<file path="src/rtl/gcrnd_pkg.sv">
`timescale 1ns / 1ps

package gcrnd_pkg;

   localparam int CODE_W     = 10;
   localparam int HALF_W     = 5;
   localparam int CONF_W     = 8;
   localparam int NIB_W      = 4;
   localparam int NUM_CAND   = 16;
   localparam int IDX_W      = $clog2(NUM_CAND);
   localparam int GROUPS     = 4;
   localparam int GROUP_SIZE = NUM_CAND / GROUPS;
   localparam int GIDX_W     = $clog2(GROUPS);
   // worst cost sum is five bits at full doubt: 5 * 255
   localparam int SUM_W      = 11;
   localparam int DIST_W     = 3;
   localparam int CORR_W     = 2;
   localparam int CONF25_W   = 6;
   localparam int FACTOR_W   = 4;
   localparam int PIPE_DEPTH = 4;

   // distance given to a half with no candidate closer than the start value
   localparam logic [DIST_W-1:0] DIST_NONE = 3'd6;
   localparam logic [NIB_W-1:0]  NIB_NONE  = 4'h0;

   // valid codes in ascending order, and their nibbles
   localparam logic [HALF_W-1:0] CAND_CODE [NUM_CAND] = '{
      5'd9,  5'd10, 5'd11, 5'd13, 5'd14, 5'd15, 5'd18, 5'd19,
      5'd21, 5'd22, 5'd23, 5'd25, 5'd26, 5'd27, 5'd29, 5'd30
   };
   localparam logic [NIB_W-1:0] CAND_NIB [NUM_CAND] = '{
      4'h8, 4'h0, 4'h1, 4'hC, 4'h4, 4'h5, 4'h2, 4'h3,
      4'hF, 4'h6, 4'h7, 4'h9, 4'hA, 4'hB, 4'hD, 4'hE
   };

   // soft distance d >= k exactly when the cost sum reaches 51k - 25
   localparam int NUM_STEP = 6;
   localparam logic [SUM_W-1:0] SOFT_STEP [NUM_STEP] = '{
      11'd26, 11'd77, 11'd128, 11'd179, 11'd230, 11'd281
   };

   typedef struct packed {
      logic                               direct;
      logic [NIB_W-1:0]                   direct_nib;
      logic [GROUPS-1:0][DIST_W-1:0]      grp_dist;
      logic [GROUPS-1:0][IDX_W-1:0]       idx;
   } half_pick_type;

endpackage

</file>
<file path="src/rtl/gcrnd_req_if.sv">
`timescale 1ns / 1ps

interface gcrnd_req_if;
   logic       valid;
   logic       ready;
   logic [9:0] code_bits;
   logic [7:0] conf_bit0;
   logic [7:0] conf_bit1;
   logic [7:0] conf_bit2;
   logic [7:0] conf_bit3;
   logic [7:0] conf_bit4;
   logic [7:0] conf_bit5;
   logic [7:0] conf_bit6;
   logic [7:0] conf_bit7;
   logic [7:0] conf_bit8;
   logic [7:0] conf_bit9;

   modport source (
      output valid, code_bits, conf_bit0, conf_bit1, conf_bit2, conf_bit3, conf_bit4,
             conf_bit5, conf_bit6, conf_bit7, conf_bit8, conf_bit9,
      input  ready
   );
   modport sink (
      input  valid, code_bits, conf_bit0, conf_bit1, conf_bit2, conf_bit3, conf_bit4,
             conf_bit5, conf_bit6, conf_bit7, conf_bit8, conf_bit9,
      output ready
   );
endinterface

</file>
<file path="src/rtl/gcrnd_rsp_if.sv">
`timescale 1ns / 1ps

interface gcrnd_rsp_if;
   logic              valid;
   logic              ready;
   logic [7:0]        data_byte;
   logic [1:0]        correction_count;
   logic signed [5:0] confidence_x25;

   modport source (
      output valid, data_byte, correction_count, confidence_x25,
      input  ready
   );
   modport sink (
      input  valid, data_byte, correction_count, confidence_x25,
      output ready
   );
endinterface

</file>
<file path="src/rtl/gcrnd_half_search.sv">
`timescale 1ns / 1ps

module gcrnd_half_search (
   input  logic                                                 clock,
   input  logic                                                 advance,
   input  logic                                                 soft_en,
   input  logic [gcrnd_pkg::HALF_W-1:0]                         rx,
   input  logic [gcrnd_pkg::HALF_W-1:0][gcrnd_pkg::CONF_W-1:0]  conf,
   output gcrnd_pkg::half_pick_type                             pick
);

   localparam int NC = gcrnd_pkg::NUM_CAND;
   localparam int SW = gcrnd_pkg::SUM_W;
   localparam int DW = gcrnd_pkg::DIST_W;
   localparam int IW = gcrnd_pkg::IDX_W;

   function automatic logic [DW-1:0] soft_dist(input logic [SW-1:0] s);
      logic [DW-1:0] d;
      d = '0;
      for (int k = 0; k < gcrnd_pkg::NUM_STEP; k++) begin
         if (s >= gcrnd_pkg::SOFT_STEP[k]) begin
            d = d + DW'(1);
         end
      end
      return d;
   endfunction

   // lower index wins a tie
   function automatic logic [DW+IW-1:0] pick2(input logic [DW+IW-1:0] a,
                                              input logic [DW+IW-1:0] b);
      logic [DW+IW-1:0] r;
      r = (b[DW+IW-1:IW] < a[DW+IW-1:IW]) ? b : a;
      return r;
   endfunction

   // stage A: cost sum and mismatch count per candidate
   logic [NC-1:0][gcrnd_pkg::HALF_W-1:0] diff_a;
   logic [NC-1:0][SW-1:0]                sum_in,  sum_ff;
   logic [NC-1:0][DW-1:0]                ham_in,  ham_ff;
   logic                                 direct_a_in, direct_a_ff;
   logic [gcrnd_pkg::NIB_W-1:0]          nib_a_in,    nib_a_ff;

   always_comb begin
      direct_a_in = 1'b0;
      nib_a_in    = gcrnd_pkg::NIB_NONE;
      for (int j = 0; j < NC; j++) begin
         diff_a[j] = rx ^ gcrnd_pkg::CAND_CODE[j];
         sum_in[j] = '0;
         ham_in[j] = '0;
         for (int p = 0; p < gcrnd_pkg::HALF_W; p++) begin
            if (diff_a[j][p]) begin
               sum_in[j] = sum_in[j] + {{(SW-gcrnd_pkg::CONF_W){1'b0}}, ~conf[p]};
               ham_in[j] = ham_in[j] + DW'(1);
            end
         end
         if (rx == gcrnd_pkg::CAND_CODE[j]) begin
            direct_a_in = 1'b1;
            nib_a_in    = gcrnd_pkg::CAND_NIB[j];
         end
      end
   end

   always_ff @(posedge clock) begin
      if (advance) begin
         sum_ff      <= sum_in;
         ham_ff      <= ham_in;
         direct_a_ff <= direct_a_in;
         nib_a_ff    <= nib_a_in;
      end
   end

   // stage B: distance, saturated at the start value
   logic [NC-1:0][DW-1:0]       dist_in, dist_ff;
   logic                        direct_b_ff;
   logic [gcrnd_pkg::NIB_W-1:0] nib_b_ff;

   always_comb begin
      for (int j = 0; j < NC; j++) begin
         dist_in[j] = soft_en ? soft_dist(sum_ff[j]) : ham_ff[j];
      end
   end

   always_ff @(posedge clock) begin
      if (advance) begin
         dist_ff     <= dist_in;
         direct_b_ff <= direct_a_ff;
         nib_b_ff    <= nib_a_ff;
      end
   end

   // stage C: best of each group of four
   gcrnd_pkg::half_pick_type pick_in, pick_ff;
   logic [gcrnd_pkg::GROUPS-1:0][DW+IW-1:0] lo_c, hi_c, best_c;

   always_comb begin
      pick_in.direct     = direct_b_ff;
      pick_in.direct_nib = nib_b_ff;
      for (int g = 0; g < gcrnd_pkg::GROUPS; g++) begin
         lo_c[g]   = pick2({dist_ff[4*g],   IW'(4*g)},   {dist_ff[4*g+1], IW'(4*g+1)});
         hi_c[g]   = pick2({dist_ff[4*g+2], IW'(4*g+2)}, {dist_ff[4*g+3], IW'(4*g+3)});
         best_c[g] = pick2(lo_c[g], hi_c[g]);
         pick_in.grp_dist[g] = best_c[g][DW+IW-1:IW];
         pick_in.idx[g]      = best_c[g][IW-1:0];
      end
   end

   always_ff @(posedge clock) begin
      if (advance) begin
         pick_ff <= pick_in;
      end
   end

   assign pick = pick_ff;

endmodule

</file>
<file path="src/rtl/gcr_soft_nearest_code_decode_core.sv">
`timescale 1ns / 1ps

// Each accepted request beat passes through stages A, B, C and the output register to its response beat.
// Throughput: one beat per cycle; the four stages share one advance, so
// a stalled response holds the whole pipe and req_chan.ready follows it.
// Reset (synchronous) clears the stage valid bits and soft_ff.
module gcr_soft_nearest_code_decode_core (
   input  logic clock,
   input  logic reset,
   gcrnd_req_if.sink   req_chan,
   gcrnd_rsp_if.source rsp_chan,
   input  logic csr_wr_en,
   input  logic csr_wr_data
);

   localparam int DW = gcrnd_pkg::DIST_W;
   localparam int IW = gcrnd_pkg::IDX_W;
   localparam int NW = gcrnd_pkg::NIB_W;
   localparam int FW = gcrnd_pkg::FACTOR_W;

   logic soft_ff;
   always_ff @(posedge clock) begin
      if (reset) begin
         soft_ff <= 1'b0;
      end else if (csr_wr_en) begin
         soft_ff <= csr_wr_data;
      end
   end

   logic [gcrnd_pkg::PIPE_DEPTH-1:0] valid_in, valid_ff;
   logic advance;

   assign advance        = !valid_ff[gcrnd_pkg::PIPE_DEPTH-1] || rsp_chan.ready;
   assign req_chan.ready = advance;
   assign valid_in = {valid_ff[gcrnd_pkg::PIPE_DEPTH-2:0], req_chan.valid};

   always_ff @(posedge clock) begin
      if (reset) begin
         valid_ff <= '0;
      end else if (advance) begin
         valid_ff <= valid_in;
      end
   end

   logic [gcrnd_pkg::HALF_W-1:0][gcrnd_pkg::CONF_W-1:0] conf_hi, conf_lo;
   gcrnd_pkg::half_pick_type pick_hi, pick_lo;

   // first received bit is the msb of each half
   assign conf_hi = {req_chan.conf_bit0, req_chan.conf_bit1, req_chan.conf_bit2,
                     req_chan.conf_bit3, req_chan.conf_bit4};
   assign conf_lo = {req_chan.conf_bit5, req_chan.conf_bit6, req_chan.conf_bit7,
                     req_chan.conf_bit8, req_chan.conf_bit9};

   gcrnd_half_search u_hi (
      .clock   (clock),
      .advance (advance),
      .soft_en (soft_ff),
      .rx      (req_chan.code_bits[9:5]),
      .conf    (conf_hi),
      .pick    (pick_hi)
   );

   gcrnd_half_search u_lo (
      .clock   (clock),
      .advance (advance),
      .soft_en (soft_ff),
      .rx      (req_chan.code_bits[4:0]),
      .conf    (conf_lo),
      .pick    (pick_lo)
   );

   function automatic logic [DW+IW-1:0] pick2(input logic [DW+IW-1:0] a,
                                              input logic [DW+IW-1:0] b);
      logic [DW+IW-1:0] r;
      r = (b[DW+IW-1:IW] < a[DW+IW-1:IW]) ? b : a;
      return r;
   endfunction

   // final choice for one half: {corrected, dist, nibble}
   function automatic logic [DW+NW:0] resolve(input gcrnd_pkg::half_pick_type p);
      logic [DW+IW-1:0] l, h, b;
      logic [DW+NW:0]   r;
      l = pick2({p.grp_dist[0], p.idx[0]}, {p.grp_dist[1], p.idx[1]});
      h = pick2({p.grp_dist[2], p.idx[2]}, {p.grp_dist[3], p.idx[3]});
      b = pick2(l, h);
      if (p.direct) begin
         r = {1'b0, DW'(0), p.direct_nib};
      end else if (b[DW+IW-1:IW] < gcrnd_pkg::DIST_NONE) begin
         r = {1'b1, b[DW+IW-1:IW], gcrnd_pkg::CAND_NIB[b[IW-1:0]]};
      end else begin
         r = {1'b1, gcrnd_pkg::DIST_NONE, gcrnd_pkg::NIB_NONE};
      end
      return r;
   endfunction

   logic [DW+NW:0]        res_hi, res_lo;
   logic signed [FW-1:0]  fac_hi, fac_lo;
   logic signed [2*FW-1:0] prod;

   logic [7:0]                           byte_in, byte_ff;
   logic [gcrnd_pkg::CORR_W-1:0]         corr_in, corr_ff;
   logic signed [gcrnd_pkg::CONF25_W-1:0] c25_in, c25_ff;

   always_comb begin
      res_hi  = resolve(pick_hi);
      res_lo  = resolve(pick_lo);
      fac_hi  = FW'(5) - signed'({1'b0, res_hi[DW+NW-1:NW]});
      fac_lo  = FW'(5) - signed'({1'b0, res_lo[DW+NW-1:NW]});
      prod    = fac_hi * fac_lo;
      byte_in = {res_hi[NW-1:0], res_lo[NW-1:0]};
      corr_in = gcrnd_pkg::CORR_W'(res_hi[DW+NW]) + gcrnd_pkg::CORR_W'(res_lo[DW+NW]);
      c25_in  = prod[gcrnd_pkg::CONF25_W-1:0];
   end

   always_ff @(posedge clock) begin
      if (advance) begin
         byte_ff <= byte_in;
         corr_ff <= corr_in;
         c25_ff  <= c25_in;
      end
   end

   assign rsp_chan.valid            = valid_ff[gcrnd_pkg::PIPE_DEPTH-1];
   assign rsp_chan.data_byte        = byte_ff;
   assign rsp_chan.correction_count = corr_ff;
   assign rsp_chan.confidence_x25   = c25_ff;

endmodule
</file>
<file path="src/flat_wrapper.sv">
// flat-port wrapper written by rule: the top's interface ports become plain ports
module gcr_soft_nearest_code_decode_core_flat 
  (clock, reset, csr_wr_en, csr_wr_data, req_chan_valid, req_chan_code_bits, req_chan_conf_bit0, req_chan_conf_bit1, req_chan_conf_bit2, req_chan_conf_bit3, req_chan_conf_bit4, req_chan_conf_bit5, req_chan_conf_bit6, req_chan_conf_bit7, req_chan_conf_bit8, req_chan_conf_bit9, req_chan_ready, rsp_chan_valid, rsp_chan_data_byte, rsp_chan_correction_count, rsp_chan_confidence_x25, rsp_chan_ready);
  gcrnd_req_if req_chan_i ();
  gcrnd_rsp_if rsp_chan_i ();
  input  logic clock;
  input  logic reset;
  input  logic csr_wr_en;
  input  logic csr_wr_data;
  input wire logic [$bits(req_chan_i.valid)-1:0] req_chan_valid;
  input wire logic [$bits(req_chan_i.code_bits)-1:0] req_chan_code_bits;
  input wire logic [$bits(req_chan_i.conf_bit0)-1:0] req_chan_conf_bit0;
  input wire logic [$bits(req_chan_i.conf_bit1)-1:0] req_chan_conf_bit1;
  input wire logic [$bits(req_chan_i.conf_bit2)-1:0] req_chan_conf_bit2;
  input wire logic [$bits(req_chan_i.conf_bit3)-1:0] req_chan_conf_bit3;
  input wire logic [$bits(req_chan_i.conf_bit4)-1:0] req_chan_conf_bit4;
  input wire logic [$bits(req_chan_i.conf_bit5)-1:0] req_chan_conf_bit5;
  input wire logic [$bits(req_chan_i.conf_bit6)-1:0] req_chan_conf_bit6;
  input wire logic [$bits(req_chan_i.conf_bit7)-1:0] req_chan_conf_bit7;
  input wire logic [$bits(req_chan_i.conf_bit8)-1:0] req_chan_conf_bit8;
  input wire logic [$bits(req_chan_i.conf_bit9)-1:0] req_chan_conf_bit9;
  output wire logic [$bits(req_chan_i.ready)-1:0] req_chan_ready;
  output wire logic [$bits(rsp_chan_i.valid)-1:0] rsp_chan_valid;
  output wire logic [$bits(rsp_chan_i.data_byte)-1:0] rsp_chan_data_byte;
  output wire logic [$bits(rsp_chan_i.correction_count)-1:0] rsp_chan_correction_count;
  output wire logic [$bits(rsp_chan_i.confidence_x25)-1:0] rsp_chan_confidence_x25;
  input wire logic [$bits(rsp_chan_i.ready)-1:0] rsp_chan_ready;
  assign req_chan_i.valid = req_chan_valid;
  assign req_chan_i.code_bits = req_chan_code_bits;
  assign req_chan_i.conf_bit0 = req_chan_conf_bit0;
  assign req_chan_i.conf_bit1 = req_chan_conf_bit1;
  assign req_chan_i.conf_bit2 = req_chan_conf_bit2;
  assign req_chan_i.conf_bit3 = req_chan_conf_bit3;
  assign req_chan_i.conf_bit4 = req_chan_conf_bit4;
  assign req_chan_i.conf_bit5 = req_chan_conf_bit5;
  assign req_chan_i.conf_bit6 = req_chan_conf_bit6;
  assign req_chan_i.conf_bit7 = req_chan_conf_bit7;
  assign req_chan_i.conf_bit8 = req_chan_conf_bit8;
  assign req_chan_i.conf_bit9 = req_chan_conf_bit9;
  assign req_chan_ready = req_chan_i.ready;
  assign rsp_chan_valid = rsp_chan_i.valid;
  assign rsp_chan_data_byte = rsp_chan_i.data_byte;
  assign rsp_chan_correction_count = rsp_chan_i.correction_count;
  assign rsp_chan_confidence_x25 = rsp_chan_i.confidence_x25;
  assign rsp_chan_i.ready = rsp_chan_ready;
  gcr_soft_nearest_code_decode_core u_core (.clock(clock), .reset(reset), .req_chan(req_chan_i), .rsp_chan(rsp_chan_i), .csr_wr_en(csr_wr_en), .csr_wr_data(csr_wr_data));
endmodule
</file>
<file path="config.mk">
export PLATFORM = sky130hd
export DESIGN_NAME = gcr_soft_nearest_code_decode_core_flat
export DESIGN_NICKNAME = d
export VERILOG_FILES = /design/src/rtl/gcrnd_pkg.sv /design/src/rtl/gcrnd_req_if.sv /design/src/rtl/gcrnd_rsp_if.sv /design/src/rtl/gcrnd_half_search.sv /design/src/rtl/gcr_soft_nearest_code_decode_core.sv /design/src/flat_wrapper.sv
export SDC_FILE = /design/constraint.sdc
export NUM_CORES = 2
export LEC_CHECK = 0
export ABC_AREA = 0
export BUFFER_PORTS_ARGS = -buffer_cell sky130_fd_sc_hd__buf_2
export CAP_MARGIN = 10
export CORE_ASPECT_RATIO = 0.5
export CORE_UTILIZATION = 58
export CTS_CLUSTER_DIAMETER = 200
export DETAILED_ROUTE_END_ITERATION = 8
export HOLD_SLACK_MARGIN = 0.06
export PLACE_DENSITY_LB_ADDON = 0.15
export SKIP_LAST_GASP = 1
export SYNTH_ARGS = -nofsm -noshare
export SYNTH_HDL_FRONTEND = slang
export SYNTH_SLANG_ARGS = --single-unit
</file>
<file path="constraint.sdc">
create_clock -name clock -period 32.3 [get_ports clock]
set_input_delay 4.845 -clock clock [delete_from_list [all_inputs] [get_ports clock]]
set_output_delay 4.845 -clock clock [all_outputs]
set_load 0.05 [all_outputs]
</file>
==> metrics.md <==
| Metric | Value |
|---|---|
| Critical-path top delay cell | `nand2b_4` |
| Root buffer cell | `clkbuf_16` |
| Total GRT Usage | `30.3%` |
| Area delta synth->final | `6.22%` |
| Pre-CTS setup slack | `20.83 ns` |
| Worst reg2reg path depth | `27` |
| Buffers on Ports | `between 100 and 150` |
| Hold depth | `0` |
| Setup ws final | `~21 ns` |
| CP endpoint kind | `output port` |
| Slowest stage delay, CP | `0.72 ns` |
| Syn Std Cell Area | `60,800 um^2` |
| Initial antenna violation count | `3` |
| Ant. Diodes | `0` |
| Starting Density | `58.9%` |
| Post-synth top area share | `a little under a third` |
| CTS sink cnt | `625` |
| Nets@finish | `7,443` |
| Asr flop ratio synth | `0%` |
| #FFs+latches synth | `625` |
| EDFF count, synth | `620` |
| Distinct cells, synth | `89` |
| Slew HR | `17.1%` |
| CTS max path bufs | `3` |
| Hold Crit Class | `register to register` |
| Fmax | `91.3 MHz` |
| Grt ovf | `0` |
| Vert. Die Dim | `231 um` |
| Routed WL per cell | `20.1 um` |
| Synth area leaders | `edfxtp_1, ha_1, xnor2_1` |
| Post-DP HPWL | `123,000 um` |
| Post-route ant nets | `0` |
| Ordered list of cells on the worst path | `buf_2, nand2b_4, buf_2` |
| Placed cell area | `62,600 um^2` |
| Largest area contributor in the netlist | `edfxtp_1` |
| Via count | `49,300` |
| Die Area | `106,000 um^2` |
| Vias in the first global route | `roughly 47,000` |
| CTS buffer count | `60` |
| # setup viols final | `0` |
| CP arrival | `6.11 ns` |
| GPL Wtd Cong | `0.975` |
| Max Slew Vio Count | `0` |
| First-pass GRT wire length | `254,000 um` |
| DRC | `0` |
| CTS tree | `built` |
| Hold WS | `0.422 ns` |
| Post-CTS Setup Bufs | `0` |
| Fin util | `62.5%` |
| Main flop type after synthesis | `edfxtp_1` |
| RSZ-0062 raised after global routing | `false` |
| I/O pin cnt | `between 100 and 150` |
| Syn_area_per_cell | `9.14 um^2` |
| Cells after synthesis | `6,644` |
| Final Cell Area | `64,500 um^2` |
| CTS-repair resized insts | `0` |
| Yosys warning total | `0` |
| Power density cells | `112 nW/um^2` |
| Max Cap Viol | `0` |
| Largest net degree at the start of global routing | `187` |
| WS Path Type | `input port to output port` |
| Iter 0 DRT Violations | `between 3,000 and 4,000` |
| LEAKAGE | `0.0276 uW` |
| Clock Skew | `0.0275 ns` |
| Fin crit share | `roughly 34%` |
| Clock transition at path regs | `0.06 ns` |
| Crit-path most repeated cell | `buf_2` |
| Crit Path Max Fanout | `66` |
| # rows | `83` |
| Share of cells above drive strength 1 | `10.5%` |
| First drt pass iteration count | `6` |
| Core area | `103,000 um^2` |
| Setup TNS | `0 ns` |
| VDD IR max | `139 uV` |
| Status | `completed` |
| Hold_buf cts | `0` |
| Clock latency on the worst-skew pair | `0.67 ns` |
| Vias/cell | `6.10` |
| CP required | `27.45 ns` |
| Post-Syn Nets | `7,443` |
| Startpoint class of the critical path | `input port` |
| Final Hold Violating Endpoints | `0` |
| Seq/Total Area, Yosys | `30.8%` |
| R2R setup slack | `approximately 25 ns` |
| # H-tree levels | `2` |
| WL final | `163,000 um` |
| Worst-margin pin slew | `about 1.2 ns` |
| Die Width | `460 um` |
| Min Tclk post-route | `10.95 ns` |
## where the power goes
group	leakage, uW	switching (uW)	internal (uW)	total, uW
registers	0.00679	257	1340	1600
clock network	0.000965	321	409	730
logic	0.0198	2820	2110	4930
total	0.0276	3400	3860	7260
## cell type report
type | count | area, um^2
inverter | 428 | 1610
sequential | 625 | 18700
clock buffer | 74 | 1580
clock inverter | 34 | 389
timing repair buffer | 143 | 842
multi-input combinational | 5386 | 39600
fill | 8720 | 38700
tap | 1402 | 1750
## placed cells by master, fill, tap and decap left out, types with 126 or more instances in the layout
cell type / count
nor2_1: 745
ha_1: 653
edfxtp_1: 620
nand2_1: 470
a21oi_1: 466
inv_1: 417
xnor2_1: 397
o21ai_0: 375
mux2_2: 302
mux2i_1: 217
xor2_1: 187
a21o_1: 172
nor3_1: 126
## cells by family after synthesis
group | share of synthesized area [%]
mux | 9.17
simple gates | 14.2
fa+ha+maj | 15.1
compound gates | 18.0
xor+xnor | 8.69
flops | 30.8
buf+inv | 3.95
## critical path: cells and delay by family
kind	cells	cell delay [ns]
buf+inv	2	0.49
simple gates	1	0.72
## synthesized netlist by cell type (all sizes together) (56+ instances only)
master  number
mux2       302
o21ai      379
nor3       129
inv        421
a211o       56
edfxtp     620
nor2b      114
mux2i      217
o21a        88
nand2b     104
a21oi      472
a21o       173
or2         68
nor2       745
nand2      470
xor2       190
clkbuf     147
o211ai      66
ha         653
a211oi      96
nand3       89
xnor2      404
buf         58
## layer usage
metal	global-route usage [%]	part of all wire, %	vias to the layer above
met2	50.3	46	1429
met3	3.82	5.9	281
met5	0	0	-
met4	10.8	3.7	0
li1	-	-	24100
met1	40.5	45	23600
## metrics by stage
stage          std cells  power [uW]
6_report            8092        7260
5_1_grt             8092        7900
4_1_cts             8092        7270
3_5_place_dp        7984        6500
3_3_place_gp        7984        6250
2_1_floorplan       6644        5200
## worst paths after layout
| check | startpoint | to |
|---|---|---|
| min | u_core.u_hi.nib_a_ff[3] | u_core.u_hi.nib_b_ff[3] |
| max | rsp_chan_ready | req_chan_ready |
| min reg2reg | u_core.u_hi.nib_a_ff[3] | u_core.u_hi.nib_b_ff[3] |
| max reg2reg | u_core.u_lo.pick[23] | u_core.rsp_chan.confidence_x25[5] |
## state kept, by name, indices dropped and copies added (netlist names), 6 cells and up
name,count
u_core.rsp_chan.confidence_x25,6
u_core.rsp_chan.data_byte,8
u_core.u_lo.dist_ff,48
u_core.u_lo.ham_ff,43
u_core.u_hi.sum_ff,176
u_core.u_lo.sum_ff,176
u_core.u_lo.pick,25
u_core.u_hi.ham_ff,43
u_core.u_hi.pick,25
u_core.u_hi.dist_ff,48
Note: power is estimated with default switching activity, not from simulation.
